===== src/sv/mpq_pkg.sv =====
// shared constants and types of the minimum priority queue
`default_nettype none

package mpq_pkg;

  localparam int DEPTH = 16;
  localparam int IDX_W = (DEPTH > 1) ? $clog2(DEPTH) : 1;
  localparam int CNT_W = $clog2(DEPTH + 1);
  localparam int VAL_W = 32;
  localparam int PRI_W = 8;

  localparam logic KIND_INSERT = 1'b0;
  localparam logic KIND_DELETE = 1'b1;

  localparam logic [1:0] ST_INSERTED = 2'd0;
  localparam logic [1:0] ST_DELETED  = 2'd1;
  localparam logic [1:0] ST_FULL     = 2'd2;
  localparam logic [1:0] ST_EMPTY    = 2'd3;

  typedef struct packed {
    logic [PRI_W-1:0] pri;
    logic [VAL_W-1:0] val;
  } entry_t;

  // controller to datapath
  typedef struct packed {
    logic load;
    logic issue;
    logic scan;
    logic shift;
    logic shift_init;
    logic reply;
  } cmd_t;

  // datapath to controller
  typedef struct packed {
    logic empty;
    logic more;
    logic rd_pending;
    logic out_free;
  } stat_t;

endpackage

`default_nettype wire


===== src/sv/mpq_datapath.sv =====
// slot memory, scan and compaction pointers, minimum tracking and result register
`default_nettype none

module mpq_datapath (
  input  wire logic                      clk_i,
  input  wire logic                      rst_ni,
  input  wire mpq_pkg::cmd_t             cmd_i,
  output mpq_pkg::stat_t                 stat_o,
  input  wire logic                      in_kind_i,
  input  wire logic [mpq_pkg::VAL_W-1:0] in_value_i,
  input  wire logic [mpq_pkg::PRI_W-1:0] in_priority_i,
  output logic [mpq_pkg::VAL_W-1:0]      out_value_o,
  output logic [1:0]                     out_status_o,
  output logic                           out_valid_o,
  input  wire logic                      out_ready_i
);

  mpq_pkg::entry_t mem [mpq_pkg::DEPTH];

  logic                      kind_q;
  mpq_pkg::entry_t           item_q;
  logic [mpq_pkg::CNT_W-1:0] count_q;
  logic [mpq_pkg::CNT_W-1:0] ptr_q;
  logic                      rd_vld_q;
  logic [mpq_pkg::IDX_W-1:0] rd_idx_q;
  mpq_pkg::entry_t           rd_data_q;
  logic [mpq_pkg::IDX_W-1:0] best_idx_q;
  mpq_pkg::entry_t           best_q;
  logic                      out_vld_q;
  logic [mpq_pkg::VAL_W-1:0] out_value_q;
  logic [1:0]                out_status_q;

  logic                      full;
  logic                      empty;
  logic                      ins_ok;
  logic                      mem_we;
  logic [mpq_pkg::IDX_W-1:0] mem_wa;
  mpq_pkg::entry_t           mem_wd;

  assign full   = (count_q == mpq_pkg::CNT_W'(mpq_pkg::DEPTH));
  assign empty  = (count_q == '0);
  assign ins_ok = cmd_i.reply && (kind_q == mpq_pkg::KIND_INSERT) && !full;

  assign stat_o.empty      = empty;
  assign stat_o.more       = (ptr_q < count_q);
  assign stat_o.rd_pending = rd_vld_q;
  assign stat_o.out_free   = !out_vld_q || out_ready_i;

  // compaction moves each read entry down one place; insert appends behind the live ones
  always_comb begin
    mem_we = 1'b0;
    mem_wa = rd_idx_q - 1'b1;
    mem_wd = rd_data_q;
    if (cmd_i.shift && rd_vld_q) begin
      mem_we = 1'b1;
    end else if (ins_ok) begin
      mem_we = 1'b1;
      mem_wa = count_q[mpq_pkg::IDX_W-1:0];
      mem_wd = item_q;
    end
  end

  always_ff @(posedge clk_i) begin
    if (mem_we) begin
      mem[mem_wa] <= mem_wd;
    end
    if (cmd_i.issue) begin
      rd_data_q <= mem[ptr_q[mpq_pkg::IDX_W-1:0]];
      rd_idx_q  <= ptr_q[mpq_pkg::IDX_W-1:0];
    end
  end

  always_ff @(posedge clk_i) begin
    if (cmd_i.load) begin
      kind_q   <= in_kind_i;
      item_q.val <= in_value_i;
      item_q.pri <= in_priority_i;
    end
    // first entry seeds the minimum, strict compare keeps the earliest on ties
    if (cmd_i.scan && rd_vld_q &&
        ((rd_idx_q == '0) || (rd_data_q.pri < best_q.pri))) begin
      best_q     <= rd_data_q;
      best_idx_q <= rd_idx_q;
    end
    if (cmd_i.reply) begin
      if (kind_q == mpq_pkg::KIND_INSERT) begin
        out_value_q  <= '0;
        out_status_q <= full ? mpq_pkg::ST_FULL : mpq_pkg::ST_INSERTED;
      end else begin
        out_value_q  <= empty ? '0 : best_q.val;
        out_status_q <= empty ? mpq_pkg::ST_EMPTY : mpq_pkg::ST_DELETED;
      end
    end
  end

  always_ff @(posedge clk_i or negedge rst_ni) begin
    if (!rst_ni) begin
      count_q   <= '0;
      ptr_q     <= '0;
      rd_vld_q  <= 1'b0;
      out_vld_q <= 1'b0;
    end else begin
      rd_vld_q <= cmd_i.issue;
      if (cmd_i.load) begin
        ptr_q <= '0;
      end else if (cmd_i.shift_init) begin
        ptr_q <= mpq_pkg::CNT_W'(best_idx_q) + 1'b1;
      end else if (cmd_i.issue) begin
        ptr_q <= ptr_q + 1'b1;
      end
      if (cmd_i.reply) begin
        out_vld_q <= 1'b1;
        if (ins_ok) begin
          count_q <= count_q + 1'b1;
        end else if ((kind_q == mpq_pkg::KIND_DELETE) && !empty) begin
          count_q <= count_q - 1'b1;
        end
      end else if (out_ready_i) begin
        out_vld_q <= 1'b0;
      end
    end
  end

  assign out_valid_o  = out_vld_q;
  assign out_value_o  = out_value_q;
  assign out_status_o = out_status_q;

endmodule

`default_nettype wire


===== src/sv/mpq_ctrl.sv =====
// sequencer for insert, minimum scan, compaction and reply
`default_nettype none

module mpq_ctrl (
  input  wire logic           clk_i,
  input  wire logic           rst_ni,
  input  wire logic           in_valid_i,
  input  wire logic           in_kind_i,
  output logic                in_ready_o,
  input  wire mpq_pkg::stat_t stat_i,
  output mpq_pkg::cmd_t       cmd_o
);

  typedef enum logic [4:0] {
    S_IDLE  = 5'b00001,
    S_SCAN  = 5'b00010,
    S_SHIFT = 5'b00100,
    S_REPLY = 5'b01000,
    S_SPARE = 5'b10000
  } state_e;

  state_e state_q, state_d;

  always_comb begin
    state_d    = state_q;
    cmd_o      = '0;
    in_ready_o = 1'b0;
    unique case (state_q)
      S_IDLE: begin
        in_ready_o = 1'b1;
        if (in_valid_i) begin
          cmd_o.load = 1'b1;
          if ((in_kind_i == mpq_pkg::KIND_DELETE) && !stat_i.empty) begin
            state_d = S_SCAN;
          end else begin
            state_d = S_REPLY;
          end
        end
      end
      S_SCAN: begin
        cmd_o.scan  = 1'b1;
        cmd_o.issue = stat_i.more;
        if (!stat_i.more && !stat_i.rd_pending) begin
          cmd_o.issue      = 1'b0;
          cmd_o.shift_init = 1'b1;
          state_d          = S_SHIFT;
        end
      end
      S_SHIFT: begin
        cmd_o.shift = 1'b1;
        cmd_o.issue = stat_i.more;
        if (!stat_i.more && !stat_i.rd_pending) begin
          state_d = S_REPLY;
        end
      end
      S_REPLY: begin
        if (stat_i.out_free) begin
          cmd_o.reply = 1'b1;
          state_d     = S_IDLE;
        end
      end
      default: begin
        state_d = S_IDLE;
      end
    endcase
  end

  always_ff @(posedge clk_i or negedge rst_ni) begin
    if (!rst_ni) begin
      state_q <= S_IDLE;
    end else begin
      state_q <= state_d;
    end
  end

endmodule

`default_nettype wire


===== src/sv/min_priority_queue.sv =====
// top level of the bounded minimum priority queue
//
//   channel  | dir | tdata                        | tuser
//   s_axis   | in  | item_value[31:0], item_priority[39:32] | kind
//   m_axis   | out | out_value[31:0]              | status[1:0]
//
// an insert, or a delete on an empty queue, has its result registered in the reply state
// once the output register is free, and the next item can be taken in the same cycle as
// the result turns valid; a delete over live entries has its result held back by the
// single read port of the slot memory, which the minimum scan and then the compaction
// walk one entry a cycle (the compaction only covers the entries behind the minimum).
// reset clears the live count; slot contents need no clearing.
// a result waits in the output register while the next item is already taken.
`default_nettype none

module min_priority_queue (
  input  wire logic        clk_i,
  input  wire logic        rst_ni,
  input  wire logic        s_axis_tvalid,
  output logic             s_axis_tready,
  input  wire logic [39:0] s_axis_tdata,  // item_value[31:0], item_priority[39:32]
  input  wire logic        s_axis_tuser,  // kind
  output logic             m_axis_tvalid,
  input  wire logic        m_axis_tready,
  output logic [31:0]      m_axis_tdata,  // out_value[31:0]
  output logic [1:0]       m_axis_tuser   // status[1:0]
);

  mpq_pkg::cmd_t  cmd;
  mpq_pkg::stat_t stat;

  mpq_ctrl u_ctrl (
    .clk_i      (clk_i),
    .rst_ni     (rst_ni),
    .in_valid_i (s_axis_tvalid),
    .in_kind_i  (s_axis_tuser),
    .in_ready_o (s_axis_tready),
    .stat_i     (stat),
    .cmd_o      (cmd)
  );

  mpq_datapath u_datapath (
    .clk_i         (clk_i),
    .rst_ni        (rst_ni),
    .cmd_i         (cmd),
    .stat_o        (stat),
    .in_kind_i     (s_axis_tuser),
    .in_value_i    (s_axis_tdata[31:0]),
    .in_priority_i (s_axis_tdata[39:32]),
    .out_value_o   (m_axis_tdata),
    .out_status_o  (m_axis_tuser),
    .out_valid_o   (m_axis_tvalid),
    .out_ready_i   (m_axis_tready)
  );

endmodule

`default_nettype wire


===== config.mk =====
export PLATFORM = sky130hd
export DESIGN_NAME = min_priority_queue
export DESIGN_NICKNAME = d
export VERILOG_FILES = /design/src/sv/mpq_pkg.sv /design/src/sv/mpq_datapath.sv /design/src/sv/mpq_ctrl.sv /design/src/sv/min_priority_queue.sv
export SDC_FILE = /design/constraint.sdc
export NUM_CORES = 1
export LEC_CHECK = 0
export ABC_AREA = 1
export ABC_CLOCK_PERIOD_IN_PS = 7200
export BUFFER_PORTS_ARGS = -buffer_cell sky130_fd_sc_hd__clkbuf_2
export CORE_MARGIN = 5
export CORE_UTILIZATION = 60
export DETAILED_ROUTE_END_ITERATION = 7
export MAX_ROUTING_LAYER = met4
export PLACE_DENSITY = 0.82
export SYNTH_ARGS = -nofsm -noshare
export SYNTH_HDL_FRONTEND = slang
export SYNTH_HIERARCHICAL = 1
export SYNTH_SLANG_ARGS = --single-unit

===== constraint.sdc =====
create_clock -name clk_i -period 7.2 [get_ports clk_i]
set_input_delay 0 -clock clk_i [delete_from_list [all_inputs] [get_ports clk_i]]
set_output_delay 0 -clock clk_i [all_outputs]
set_load 0.01 [all_outputs]

==> results.ini, run 1 <==
[synth]
avgSynthCellArea_um2 = 13.11
synth_fp_nets = 2530
synth-seq-area-share_pct = 75.77
netlist_area_mm2 = 0.03235
yosys_warnings = 6
synth_cell_type_count = 33
synthCells = 2467
ys_seq_elements = 819

[drt]
dr_total_vias = 20740
routed_wl_um = 77460
route.detailed.drc = 0
drt_first_pass_iters = 5
viasPerCell = 6.253
ant_nets = 0
drt_iter0_drc = 3048
post_drt_wl_per_cell_um = 23.36

[finish]
seq_area_mm2 = 0.02452
area_delta_synth_final_pct = 12.39
multi_input_area_mm2 = 0.006912
drive_above_1_share_pct = 10.08
fill_cells = 3467
finalInstanceArea_mm2 = 0.03636
nNetsFinal = 2624
final_cells = 3316
post-route-util_pct = 67.84

[critical_path]
rrSetupSlack_ns = 1.67
arrival_ns = 5.80
worst_path_largest_cell_delay_ns = 1.02
crit_family = simple AND/OR/NAND/NOR gates
path_cells = nor2_1 -> nand2_1 -> nor2_4 -> buf_4 -> inv_1 -> nor2_2 -> nand3_2 -> nand2_1 -> nand3_1 -> nor2_4 -> buf_4
cp_num_buf_inv = 3
crit_slowest_cell = nand3_2
cp-start-kind = flop
cp-startpoint = u_ctrl/state_q[1]
critPathMaxFanout = 35
endpoint_kind = flop
path_class = reg2reg
rr_startpoint = u_ctrl/state_q[1]
required_ns = 7.46

[placement]
hpwlAfterDp_um = 38670
gp_congestion = 0.8172
numPortBuffers = 80
preCtsSetupSlack_ns = 1.758
place_inst = 3129
dpl-instance-area_mm2 = 0.03331

[power]
totalPowerFinal_mw = 13.62
powerDensity_mw_per_mm2 = 374.5
static-leakage-power_nw = 12.38
ir_drop_uv = 247.8

[min_path]
min_from = s_axis_tdata[14]
hold_path.class = in2reg

[clock_network]
cts_root_buf = clkbuf_16
clock-sinks = 819
ctsHtreeMaxLevel = 3
clk_pin_slew_worst_paths_ns = 0.06
cts_inserted_buffers = 80
cts_setup_buffers = 0
cts_tree = yes
clock_path_buffers = 3
clock_latency_ns = 0.63

[timing]
fin_setup_tns_ns = 0
period_share_pct = 76.85
grt_setup_unrepaired = false
maxSlewHeadroom_pct = 16.10
whs_ns = 0.08138
hold_viol_final = 0
fmax_mhz = 180.7
fin_crit_ns = 5.533
tightest_slew_ns = 1.259
maxSlewViolCount = 0
setup_viol_count_final = 0
setup_ws_ns = 1.667
fin_skew_ns = 0.02764

[global_routing]
grt_use_total_pct = 26.65
grt_pass1_vias = 20570
grt_overflow_total = 0
antenna_found_initial = 0
grt_max_degree = 246
grt_pass1_wl_um = 117400

[floorplan]
dieArea_mm2 = 0.05867
dieHeight_um = 242.2
fp.dieW_um = 242.2
coreArea_mm2 = 0.05360
top_level_ports = 81
floorplan.initialDensity_pct = 60.36
rows = 85

[flow_run]
maxCapViolations = 0

[status]
status = finished, final reports clean

[layout by cell type (no fill, tap or decap), types with 17 or more instances in the layout]
cell           instances
inv_1                 88
clkbuf_2              80
edfxtp_1             803
ha_1                  17
nor2_4                18
o21ai_0              333
clkbuf_16             82
nor2_1               501
nand2_1              225
nand3_1               96
dlygate4sd3_1         46
buf_4                 31
o211ai_1             160
a21oi_1               22
[cell type report]
| cell class | instances | area share (%) |
|---|---|---|
| Sequential cell | 819 | 67.45 |
| Multi-Input combinational cell | 1410 | 19.01 |
| Clock buffer | 98 | 5.808 |
| Timing Repair Buffer | 158 | 3.062 |
| Tap cell | 696 | 2.395 |
| Clock inverter | 42 | 1.304 |
| Inverter | 92 | 0.9703 |
| Antenna cell | 1 | 0.006882 |
[per-layer routing]
metal	part of all wire (%)	global-route usage [%]	up-vias
met1	37	35.04	10100
met5	0	-	-
met3	11	4.722	226
met4	3.7	11.38	0
met2	48	41.82	1324
li1	-	-	9090
[kinds of logic (layout without fill, tap and decap cells)]
kind of cell | after synthesis | count (layout) | share of synthesized area [%]
AO/OA/AOI/OAI | 526 | 526 | 9.444
XOR/XNOR | 4 | 4 | 0.1083
adder cells (fa/ha/maj) | 18 | 18 | 0.7193
buffers and inverters | 238 | 390 | 3.388
flip-flops | 819 | 819 | 75.77
other | 0 | 1 | 0
AND/OR/NAND/NOR | 862 | 862 | 10.57
[cells in the mapped netlist]
library cell  number  area share, %
ha_1              17           0.66
a21oi_1           23           0.36
nor3_1             2          0.031
dfstp_2            1          0.081
a21o_1             1          0.023
nand2_2            1          0.019
o21ai_1            1          0.015
nand4_1           11           0.21
o21ai_0          333            5.2
inv_2              3          0.035
xor2_1             2          0.054
nand3_1           96            1.5
nand2_1          225            2.6
a21boi_0           1          0.023
buf_2             24           0.37
nor2_1           519            6.0
xnor2_1            2          0.054
buf_4             14           0.32
clkinv_1           1          0.012
inv_1             88            1.0
o211ai_1         160            3.7
o22ai_1            3          0.058
buf_1             16           0.19
edfxtp_1         803             75
clkbuf_1          76           0.88
fa_1               1          0.062
o21a_1             1          0.023
or2_2              1          0.019
nor2_2             4          0.077
buf_6             16           0.56
nand3_2            3          0.093
dfrtp_1           15            1.2
o21ai_2            3          0.081
[flip-flops by register name (all words and copies together), names as in the netlist, 5 cells and up]
signal	count
u_datapath/mem	640
u_datapath/best_q	40
u_datapath/item_q	40
u_datapath/rd_data_q	40
u_datapath/out_value_o	32
u_datapath/count_q	5
u_datapath/ptr_q	5
[worst reg2reg max path, delay by kind of cell (launching register included)]
kind                   cells  cell delay, ns
AND/OR/NAND/NOR            8            3.56
buffers and inverters      3            1.21
flip-flops                 1            0.41
[worst paths after layout]
path / to / depth (start not counted)
min in group asynchronous: u_ctrl/state_q[0] / 3
worst max register to register: u_datapath/mem[2][13] / 11
worst max-delay path: u_datapath/mem[2][13] / 11
worst min-delay path: u_datapath/item_q[14] / 2
worst min register to register: u_datapath/best_q[12] / 0
max in group asynchronous: u_datapath/ptr_q[1] / 4
[power breakdown]
part           switching (mW)  internal (mW)
sequential              0.282           5.84
clock                    1.71           2.44
combinational            2.41          0.928
total                    4.41           9.21
[timing repair]
action                                 CTS  global route
endpoints found under the hold margin   61             0
gates resized for setup                  0             0
hold buffers                            46             0
Power figures use the tool's default switching activity.
==> run 2: changes to the inputs <==
- ABC_CLOCK_PERIOD_IN_PS: 7200 -> 4850
- CORE_UTILIZATION: 60 -> 56
- PLACE_DENSITY: 0.82 -> 0.8
- clock period: 7.2 -> 4.85 ns (I/O delays scaled with it)
==> results.ini, run 2 (synthesis results as in run 1) <==
[status]
status = finished, final reports clean

[timing]
fin_crit_ns = 3.850
period_share_pct = 79.38
hold_viol_final = 0
fin_skew_ns = 0.02103
maxSlewHeadroom_pct = 16.66
tightest_slew_ns = 1.248
setup_ws_ns = 1.000
maxSlewViolCount = 0
whs_ns = 0.08443
grt_setup_unrepaired = false
setup_viol_count_final = 0
fmax_mhz = 259.8
fin_setup_tns_ns = 0

[flow_run]
maxCapViolations = 0

[floorplan]
floorplan.initialDensity_pct = 56.29
dieArea_mm2 = 0.06268
dieHeight_um = 250.4
rows = 88
fp.dieW_um = 250.4
coreArea_mm2 = 0.05748
top_level_ports = 81

[critical_path]
crit_family = simple AND/OR/NAND/NOR gates
required_ns = 5.15
critPathMaxFanout = 27
endpoint_kind = flop
reg2reg_depth = 11
crit_slowest_cell = nor2_4
cp_num_buf_inv = 3
cp_num_cells = 11
cp-start-kind = flop
rrSetupSlack_ns = 1.00
arrival_ns = 4.15
worst_path_largest_cell_delay_ns = 0.70
path_class = reg2reg
path_cells = inv_1 -> nor2_1 -> nand2_1 -> nor2_4 -> inv_1 -> nor2_2 -> nand3_2 -> nand2_1 -> nand4_1 -> nor2_4 -> buf_12

[power]
power.switching_mw = 6.553
seq_power_share_pct = 44.9
p_int_mw = 13.38
p_clk_share_pct = 29.4
static-leakage-power_nw = 12.41
totalPowerFinal_mw = 19.93
switching_share_pct = 32.87
p_comb_share_pct = 25.7
ir_drop_uv = 545.8
powerDensity_mw_per_mm2 = 545.7

[finish]
post-route-util_pct = 63.55
final_cells = 3398
regMostFlops = u_datapath/mem
area_delta_synth_final_pct = 12.90
largest_reg_flops = 640
fill_cells = 3927
final_cell_mix = edfxtp_1, nor2_1, o21ai_0
drive_above_1_share_pct = 10.41
finalInstanceArea_mm2 = 0.03653
num_antenna_cells = 0
layout_commonest_cell = edfxtp_1
nNetsFinal = 2636

[clock_network]
cts_tree = yes
clock_latency_ns = 0.64
ctsHtreeMaxLevel = 3
cts_inserted_buffers = 80
clock-sinks = 819
clock_path_buffers = 3
cts_root_buf = clkbuf_16
cts_resized = 0
clk_pin_slew_worst_paths_ns = 0.06

[placement]
hpwlAfterDp_um = 39330
dpl-instance-area_mm2 = 0.03360
numPortBuffers = 80
gp_congestion = 0.8058
preCtsSetupSlack_ns = 1.143
place_inst = 3210

[min_path]
hold_depth = 2
hold_path.class = in2reg

[global_routing]
antenna_found_initial = 0
grt_pass1_vias = 20310
grt_overflow_total = 0
grt_max_degree = 242
grt_use_total_pct = 24.55
grt_pass1_wl_um = 115900

[drt]
dr_total_vias = 20600
ant_nets = 0
post_drt_wl_per_cell_um = 22.37
drt_iter0_drc = 2754
routed_wl_um = 76000
viasPerCell = 6.063
route.detailed.drc = 0
drt_first_pass_iters = 6

-- run 2: cell type report --
cell class / instances / area (um^2) / share of cell area, %
repair buffers: 170 / 1316 / 3.603
clock buffers: 99 / 2105 / 5.761
inverters: 92 / 352.8 / 0.9660
well taps: 765 / 957.2 / 2.620
flip-flops and latches: 819 / 24520 / 67.14
clock inverters: 43 / 360.3 / 0.9865
multi-input cells: 1410 / 6912 / 18.92
-- run 2: timing repair --
| action | in CTS | in global routing |
|---|---|---|
| hold buffers | 46 | 0 |
| buffers inserted | 0 | 0 |
| endpoints found under the hold margin | 61 | 0 |
-- run 2: path summary, 6_finish.rpt --
| check | start | end |
|---|---|---|
| hold / removal | s_axis_tdata[25] | u_datapath/item_q[25] |
| min in group asynchronous | rst_ni | u_ctrl/state_q[0] |
| setup / recovery | u_ctrl/state_q[3] | u_datapath/mem[11][35] |
| hold reg to reg | u_datapath/rd_data_q[28] | u_datapath/best_q[28] |
| max in group asynchronous | rst_ni | u_datapath/ptr_q[0] |
| setup reg to reg | u_ctrl/state_q[3] | u_datapath/mem[11][35] |
-- run 2: power groups by stage --
stage	clock network, mW	registers (mW)	logic [mW]
floorplan	0	8.94	3.69
global placement	0	9.08	4.69
detailed placement	0	9.09	4.96
CTS	5.93	8.94	5.06
global route	6.26	8.98	5.66
finish	5.85	8.95	5.13
-- run 2: worst register-to-register path, stage by stage, from the launching register on --
cell,delay (ns)
dfrtp_1,0.39
inv_1,0.07
nor2_1,0.15
nand2_1,0.11
nor2_4,0.10
inv_1,0.08
nor2_2,0.25
nand3_2,0.56
nand2_1,0.36
nand4_1,0.43
nor2_4,0.71
buf_12,0.30
-- run 2: routing by layer --
layer  up-vias  track usage, %  part of all wire, %
met5         -               -                    0
met4         0           9.871                  3.8
met3       212           5.140                   11
met2      1230           37.83                   48
met1     10040           32.55                   38
li1       9121               -                    -
